### src/hw/rtl/rob_pkg.sv
package rob_pkg;

  localparam int CH_W      = 8;
  localparam int NUM_COLOR = 3;
  localparam int NUM_LANES = NUM_COLOR + 1;
  localparam int ALPHA_LN  = NUM_COLOR;
  localparam int WGT_W     = 16;
  localparam int NUM_W     = 24;
  localparam int REM_W     = NUM_W + 1;
  localparam int DEN_W     = WGT_W + 1;
  localparam int QUO_W     = CH_W;
  localparam int BITS_PER_STAGE = 2;
  localparam int DIV_STAGES     = QUO_W / BITS_PER_STAGE;

  localparam logic [CH_W-1:0] CH_MAX = 8'd255;

  typedef struct packed {
    logic [REM_W-1:0] rem;
    logic [DEN_W-1:0] den;
    logic [QUO_W-1:0] quo;
    logic             zero;
  } lane_t;

  typedef lane_t [NUM_LANES-1:0] lanes_t;

  function automatic lane_t div_bit(input lane_t ln, input logic [2:0] k);
    logic [REM_W-1:0] sub;
    lane_t            res;
    res = ln;
    sub = REM_W'(ln.den) << k;
    if (ln.rem >= sub) begin
      res.rem    = ln.rem - sub;
      res.quo[k] = 1'b1;
    end
    return res;
  endfunction

endpackage

### src/hw/rtl/rob_div_stage.sv
module rob_div_stage #(
  parameter int HI_BIT = 7
) (
  input  logic            clk,
  input  logic            rst,
  input  logic            adv,
  input  logic            up_valid,
  input  rob_pkg::lanes_t up_lanes,
  output logic            dn_valid,
  output rob_pkg::lanes_t dn_lanes
);
  import rob_pkg::*;

  lanes_t lanes_next;

  always_comb begin
    for (int i = 0; i < NUM_LANES; i++) begin
      lanes_next[i] = up_lanes[i];
      for (int b = 0; b < BITS_PER_STAGE; b++) begin
        lanes_next[i] = div_bit(lanes_next[i], 3'(HI_BIT - b));
      end
    end
  end

  always_ff @(posedge clk) begin
    if (rst) begin
      dn_valid <= 1'b0;
    end else if (adv) begin
      dn_valid <= up_valid;
    end
  end

  always_ff @(posedge clk) begin
    if (adv) begin
      dn_lanes <= lanes_next;
    end
  end

endmodule

### src/hw/rtl/rgba_over_blend.sv
// Porter-Duff over of a straight-alpha RGBA8 source pixel onto an RGBA8
// destination pixel, in exact integer arithmetic with round-half-up results.
// One pixel is accepted every clock while in_stall is low; each request passes
// through two multiply stages, one divider setup stage and four radix-4 divider
// stages, the last of which is the output register. When the output is held
// by out_stall the whole pipeline freezes and in_stall is raised, so no pixel
// is lost or repeated. Both alphas zero yield an all-zero pixel.
module rgba_over_blend (
  input  logic clk,
  input  logic rst,
  input  logic in_valid,
  output logic in_stall,
  input  logic [7:0] dst_red,
  input  logic [7:0] dst_green,
  input  logic [7:0] dst_blue,
  input  logic [7:0] dst_alpha,
  input  logic [7:0] src_red,
  input  logic [7:0] src_green,
  input  logic [7:0] src_blue,
  input  logic [7:0] src_alpha,
  output logic out_valid,
  input  logic out_stall,
  output logic [7:0] out_red,
  output logic [7:0] out_green,
  output logic [7:0] out_blue,
  output logic [7:0] out_alpha
);
  import rob_pkg::*;

  logic adv;

  logic                 v1;
  logic [CH_W-1:0]      dc1 [NUM_COLOR];
  logic [CH_W-1:0]      sc1 [NUM_COLOR];
  logic [WGT_W-1:0]     wd1;
  logic [WGT_W-1:0]     ws1;

  logic                 v2;
  logic [NUM_W-1:0]     num2 [NUM_COLOR];
  logic [WGT_W-1:0]     asum2;

  logic                 v3;
  lanes_t               lanes3;
  lanes_t               lanes3_next;

  logic                 dv [DIV_STAGES+1];
  lanes_t               dl [DIV_STAGES+1];

  assign adv      = !(out_valid && out_stall);
  assign in_stall = !adv;

  always_ff @(posedge clk) begin
    if (rst) begin
      v1 <= 1'b0;
      v2 <= 1'b0;
      v3 <= 1'b0;
    end else if (adv) begin
      v1 <= in_valid;
      v2 <= v1;
      v3 <= v2;
    end
  end

  always_ff @(posedge clk) begin
    if (adv) begin
      dc1[0] <= dst_red;
      dc1[1] <= dst_green;
      dc1[2] <= dst_blue;
      sc1[0] <= src_red;
      sc1[1] <= src_green;
      sc1[2] <= src_blue;
      wd1    <= WGT_W'(dst_alpha) * WGT_W'(CH_MAX - src_alpha);
      ws1    <= WGT_W'(src_alpha) * WGT_W'(CH_MAX);
    end
  end

  always_ff @(posedge clk) begin
    if (adv) begin
      for (int i = 0; i < NUM_COLOR; i++) begin
        num2[i] <= NUM_W'(dc1[i]) * NUM_W'(wd1) + NUM_W'(sc1[i]) * NUM_W'(ws1);
      end
      asum2 <= wd1 + ws1;
    end
  end

  always_comb begin
    for (int i = 0; i < NUM_COLOR; i++) begin
      lanes3_next[i].rem  = {num2[i], 1'b0} + REM_W'(asum2);
      lanes3_next[i].den  = {asum2, 1'b0};
      lanes3_next[i].quo  = '0;
      lanes3_next[i].zero = (asum2 == '0);
    end
    lanes3_next[ALPHA_LN].rem  = REM_W'({asum2, 1'b0}) + REM_W'(CH_MAX);
    lanes3_next[ALPHA_LN].den  = DEN_W'({CH_MAX, 1'b0});
    lanes3_next[ALPHA_LN].quo  = '0;
    lanes3_next[ALPHA_LN].zero = 1'b0;
  end

  always_ff @(posedge clk) begin
    if (adv) begin
      lanes3 <= lanes3_next;
    end
  end

  assign dv[0] = v3;
  assign dl[0] = lanes3;

  for (genvar g = 0; g < DIV_STAGES; g++) begin : g_div
    rob_div_stage #(
      .HI_BIT(QUO_W - 1 - g * BITS_PER_STAGE)
    ) u_stage (
      .clk      (clk),
      .rst      (rst),
      .adv      (adv),
      .up_valid (dv[g]),
      .up_lanes (dl[g]),
      .dn_valid (dv[g+1]),
      .dn_lanes (dl[g+1])
    );
  end

  assign out_valid = dv[DIV_STAGES];
  assign out_red   = dl[DIV_STAGES][0].zero ? '0 : dl[DIV_STAGES][0].quo;
  assign out_green = dl[DIV_STAGES][1].zero ? '0 : dl[DIV_STAGES][1].quo;
  assign out_blue  = dl[DIV_STAGES][2].zero ? '0 : dl[DIV_STAGES][2].quo;
  assign out_alpha = dl[DIV_STAGES][ALPHA_LN].quo;

`ifndef SYNTHESIS
  a_clear_pixel: assert property (@(posedge clk) disable iff (rst)
    out_valid && out_alpha == '0 |-> out_red == '0 && out_green == '0 && out_blue == '0)
    else $error("transparent result carries color");

  a_no_stall_when_empty: assert property (@(posedge clk) disable iff (rst)
    !out_valid |-> !in_stall)
    else $error("input stalled with empty output");

  a_freeze: assert property (@(posedge clk) disable iff (rst)
    in_stall |=> $stable(v3) && $stable(lanes3))
    else $error("pipeline advanced while stalled");
`endif

endmodule
### config.mk
export PLATFORM = sky130hd
export DESIGN_NAME = rgba_over_blend
export DESIGN_NICKNAME = d
export VERILOG_FILES = /design/src/hw/rtl/rob_pkg.sv /design/src/hw/rtl/rob_div_stage.sv /design/src/hw/rtl/rgba_over_blend.sv
export SDC_FILE = /design/constraint.sdc
export NUM_CORES = 2
export LEC_CHECK = 0
export BUFFER_PORTS_ARGS = -buffer_cell sky130_fd_sc_hd__buf_2
export CORE_AREA = 2 2 397 399
export CTS_BUF_LIST = sky130_fd_sc_hd__clkbuf_8
export DETAILED_ROUTE_END_ITERATION = 8
export DIE_AREA = 0 0 399 401
export GPL_TIMING_DRIVEN = 0
export PLACE_DENSITY = 0.68
export SLEW_MARGIN = 20
export SYNTH_ARGS = -nofsm -noshare
export SYNTH_HDL_FRONTEND = slang
export SYNTH_SLANG_ARGS = --single-unit
### constraint.sdc
create_clock -name clk -period 18.75 [get_ports clk]
set_input_delay 0 -clock clk [delete_from_list [all_inputs] [get_ports clk]]
set_output_delay 0 -clock clk [all_outputs]
set_load 0.01 [all_outputs]
Word level (Yosys, flattened, before mapping). Memories as Yosys holds them, arrays and structs flattened. Cells that the tools add are included.

Logic and storage cells: 193. Bits of input ports: 68. Memories: 3. RAM bits: 120. Bits in registers: 604.

Memories: num2 (depth 3, bits a word 24, rd ports 3, clocked after memory_dff 0, write ports 3, line rgba_over_blend.sv:39) `logic [NUM_W-1:0] num2 [NUM_COLOR];`; dc1 (depth 3, bits a word 8, rd ports 3, clocked after memory_dff 0, write ports 3, line rgba_over_blend.sv:33) `logic [CH_W-1:0] dc1 [NUM_COLOR];`; sc1 (depth 3, bits a word 8, rd ports 3, clocked after memory_dff 0, write ports 3, line rgba_over_blend.sv:34) `logic [CH_W-1:0] sc1 [NUM_COLOR];`.

Multiply operators: 8. Add/sub/neg operators: 37. Magnitude comparators: 32. Mux-type cells: 32. Reductions and logical operators: 2.

Operator list (number): $mux W25 (28); $mul A8 B16 Y24 (6); $add A25 B16 Y25 (3); $ge A25 B17 Y1 (3); $ge A25 B18 Y1 (3); $ge A25 B19 Y1 (3); $ge A25 B20 Y1 (3); $ge A25 B21 Y1 (3); $ge A25 B22 Y1 (3); $ge A25 B23 Y1 (3); $ge A25 B24 Y1 (3); $sub A25 B18 Y25 (3); $sub A25 B19 Y25 (3); $sub A25 B20 Y25 (3); $sub A25 B21 Y25 (3); $sub A25 B22 Y25 (3); $sub A25 B23 Y25 (3); $sub A25 B24 Y25 (3); $add A24 B24 Y24 (3); $ge A25 B10 Y1 const B (1); $ge A25 B11 Y1 const B (1); $ge A25 B12 Y1 const B (1); $ge A25 B13 Y1 const B (1); $ge A25 B14 Y1 const B (1); other kinds (19) (21).

Longest topological paths before layout.
Depth after elaboration: 4. Mapped depth: 26.

By module. From an unflattened synthesis, not the netlist that was laid out.

Cells, all modules: 10318. Area, all modules: 102557.1 µm².

Modules (own cells, without submodules): rgba_over_blend (area an instance 40395.0 µm², seq. area each 8287.9 µm², cells each 4077, times used 1); rob_div_stage (g_div[3].u_stage) (area an instance 16599.7 µm², seq. area each 6145.9 µm², cells each 1704, times used 1); rob_div_stage (g_div[2].u_stage) (area an instance 15481.1 µm², seq. area each 6145.9 µm², cells each 1572, times used 1); rob_div_stage (g_div[1].u_stage) (area an instance 15356.0 µm², seq. area each 6145.9 µm², cells each 1550, times used 1); rob_div_stage (g_div[0].u_stage) (area an instance 14725.4 µm², seq. area each 6145.9 µm², cells each 1415, times used 1).

Worst setup path after synthesis. OpenSTA, ideal clock, no wires.

Kind: flip-flop to flip-flop. Start point: register g_div[3].u_stage.dn_valid. End point: register g_div[0].u_stage.dn_valid. Required time: 18.571 ns. Path slack: -2.044 ns. Arrival: 20.615 ns. Cell stages (with the launch flop): 5. Path through: dfxtp_1 > nand2_1 > clkinv_1 > nand2_1 > a21oi_1.

Cells in the longest elaborated chain, start to end: 1.

Ends and longest elaborated chain: from (decl) (line rob_div_stage.sv:9) `output logic dn_valid,`; from (signal assigned) (line rob_div_stage.sv:29) `dn_valid <= up_valid;`; $logic_and A1 B1 Y1 (line rgba_over_blend.sv:49) `assign adv = !(out_valid && out_stall);`; via in_stall (line rgba_over_blend.sv:12) `output logic in_stall,`; to (signal assigned) (line rob_div_stage.sv:29); to (decl) (line rob_div_stage.sv:9).

The timed path passes the listed nets, and every way through them passes these cells. A chain may end at the register's enable or synchronous reset.

==> metrics.md <==
| Metric | Value |
|---|---|
| Total Nets Final | 9931 |
| Max Slew Vio Count | 0 |
| Slew HR | 24.5% |
| Mean Syn Cell Area | 9.63 sq um |
| First-pass GRT wire length | 324 mm |
| Slowest cell on crit path | clkbuf_1 |
| Status | finished, violations left |
| Max stage delay on crit path | 0.86 ns |
| Skew-Pair Late Insertion Delay | 0.87 ns |
| Htree depth | 4 |
| Final period util | 44.3% |
| Fin crit period | 8.31 ns |
| WP data arrival | 8.88 ns |
| 1st-iter DRT viols | 3984 |
| Post-Synthesis Cells | 8051 |
| GRT Util Overall | 25.8% |
| Main flop type after synthesis | edfxtp_1 |
| CTS tree | built |
| Post_cts resized | 0 |
| Fillers | 13.9k |
| Die H | 401 microns |
| Hold Vio Cnt, Final | 0 |
| Critical path type | reg -> reg |
| Max clock buf depth | 3 |
| Core ar. | 0.156 sq mm |
| Required @ worst endpoint | 19.32 ns |
| Routed vias | 59.0k |
| Yosys cell types | 101 |
| Die width | 399 microns |
| HP Class | in -> reg |
| Setup crit start kind | flip-flop |
| Crit-path cells | clkbuf_1, nand2_1, fa_1, fa_1, fa_1, inv_1, fa_1, fa_1, inv_1, fa_1, inv_1, ha_1, a21o_1, a21oi_1, nand2_1, o21ai_0, o21ai_0, o41a_1, a211oi_1, o21bai_1, o31ai_1, xnor2_1 |
| Initial antenna violation count | 2 |
| RSZ-0062 raised after global routing | no |
| GP Congestion | 0.946 |
| Detail Route Antenna Nets | 1 |
| Reg clk slew, reported paths | 0.07 ns |
| DRC viols | 0 |
| Root Buffer Master | clkbuf_8 |
| Area Overhead vs Synth | 9.12% |
| Synth top area cells | edfxtp_1 27%, fa_1 18%, ha_1 12%, inv_1 5.2%, nand2_1 4.1% |
| Number of global-route vias before repair | 59.4k |
| Post-synth top area share | 26.9% |
| Grt total ovfl | 0 |
| Post-synth EDFFs | 694 |
| Final setup skew | 0.0405 ns |
| Setup violations, final | 0 |
| Sequential cell area | 0.0210 sq mm |
| Port Buffers | 101 |
| First-pass iteration count of the detailed router | 6 |
| Tightest Pin Transition | 1.13 ns |
| Crit path capture type | flip-flop |
| Hpwl dp | 163 mm |
| Ys Warns | 0 |
| Initial Util | 49.8% |
| Top Ports | 102 |
| Max Cap Viol | 0 |
| Total Wirelength | 205 mm |
| Most frequent cell after synthesis | inv_1 |
| Synthesized area | 0.0775 sq mm |
| FMAX | 0.120 GHz |
| Die area | 0.160 sq mm |
| Sink Count | 701 |
| Synth Register Bits | 701 |
| Share of layout cells above drive strength 1 | 6.55% |
| Seq/Total Area, Yosys | 27.1% |
| Dominant cell type by area after synthesis | edfxtp_1 |
| Violated checks | antenna rules |
| Area of the multi-input gates | 0.0517 sq mm |
| Vias per cell | 5.58 |
| Largest net degree at the start of global routing | 107 |
| WL/cell | 19.4 microns |
| Asr flop ratio synth | 0% |
| FP Rows | 145 |
| CP dominant cell by count | fa_1 |
| Worst-path fanout max | 10 |
| Setup TNS | 0 ns |
| Most instantiated cells after synthesis | 1067 x inv_1, 849 x nand2_1, 737 x ha_1 |
| TritonCTS buffer count | 131 |
==> logic make-up after synthesis <==
group	share of synthesized area, %
adders and majority gates	30.4
and+or+nand+nor	16.1
xor gates and xnor gates	5.56
muxes	2.86
DFF	27.1
buffers and inverters	6.31
other	0.00484
AOI/OAI and AO/OA	11.7
==> flip-flops by register name, indices dropped and copies added, names as in the netlist <==
signal / flops
asum2: 16
dc1: 24
dl: 106
g_div.u_stage.dn_lanes: 420
g_div.u_stage.dn_valid: 4
num2: 72
sc1: 24
v1: 1
v2: 1
v3: 1
wd1: 16
ws1: 16
==> layer usage <==
metal  GRT usage (%)  part of all wire (%)
met5               0                0.0063
met4            15.1                   6.8
met3            3.57                   5.1
met2            43.4                    48
met1            31.7                    40
==> critical path, delay by kind of cell (launching register included) <==
family	cells	cell delay, ns
adders and majority gates	7	3.40
AOI/OAI and AO/OA	8	2.27
buffers and inverters	4	1.00
DFF	1	0.76
xor gates and xnor gates	1	0.30
and+or+nand+nor	2	0.27
==> through the flow <==
| step | setup WS [ns] | cells | area [sq um] | utilization, % | hold WS [ns] |
|---|---|---|---|---|---|
| 5_1_grt | 10.30 | 10600 | 84500 | 54.3 | 0.0542 |
| 4_1_cts | 10.61 | 10600 | 84500 | 54.3 | 0.00476 |
| 3_5_place_dp | 10.70 | 10200 | 80800 | 51.9 | 0.178 |
| 2_1_floorplan | 6.70 | 8053 | 77500 | - | 0.0691 |
| 3_3_place_gp | 3.48 | 10200 | 80600 | 51.8 | 0.176 |
| 6_report | 10.44 | 10600 | 84600 | 54.3 | 0.0836 |
==> area by class of cell <==
| class | instances | share of cell area [%] |
|---|---|---|
| Clock inverter | 96 | 0.879 |
| Antenna cell | 7 | 0.0207 |
| Buffer | 206 | 1.01 |
| Inverter | 1074 | 4.77 |
| Sequential cell | 701 | 24.8 |
| Clock buffer | 133 | 2.16 |
| Multi-Input combinational cell | 6072 | 61.1 |
| Tap cell | 2058 | 3.05 |
| Timing Repair Buffer | 224 | 2.22 |
==> repair_timing <==
| action | CTS | global route |
|---|---|---|
| buffers inserted | 0 | 0 |
| hold buffers | 115 | 0 |
| endpoints found under the hold margin | 153 | 0 |
==> path summary, 6_finish.rpt <==
kind,cells past startpoint,startpoint,slack (ns),to
hold reg to reg,0,g_div[2].u_stage.dn_lanes[159],0.41,g_div[3].u_stage.dn_lanes[159]
setup reg to reg,22,wd1[8],10.44,num2[0][46]
hold / removal,3,src_alpha[2],0.08,ws1[2]
setup / recovery,22,wd1[8],10.44,num2[0][46]
==> layout by cell type, fill, tap and decap left out, drive strengths merged, types with 159 or more instances in the layout <==
cell    count
a21o      159
a21oi     380
and2      391
clkbuf    302
edfxtp    694
fa        716
ha        737
inv      1114
nand2     849
nor2      403
o21ai     368
xnor2     354
Power is not shown: default switching activity piles up to over one toggle a cycle in this logic, so the estimate is an artifact.
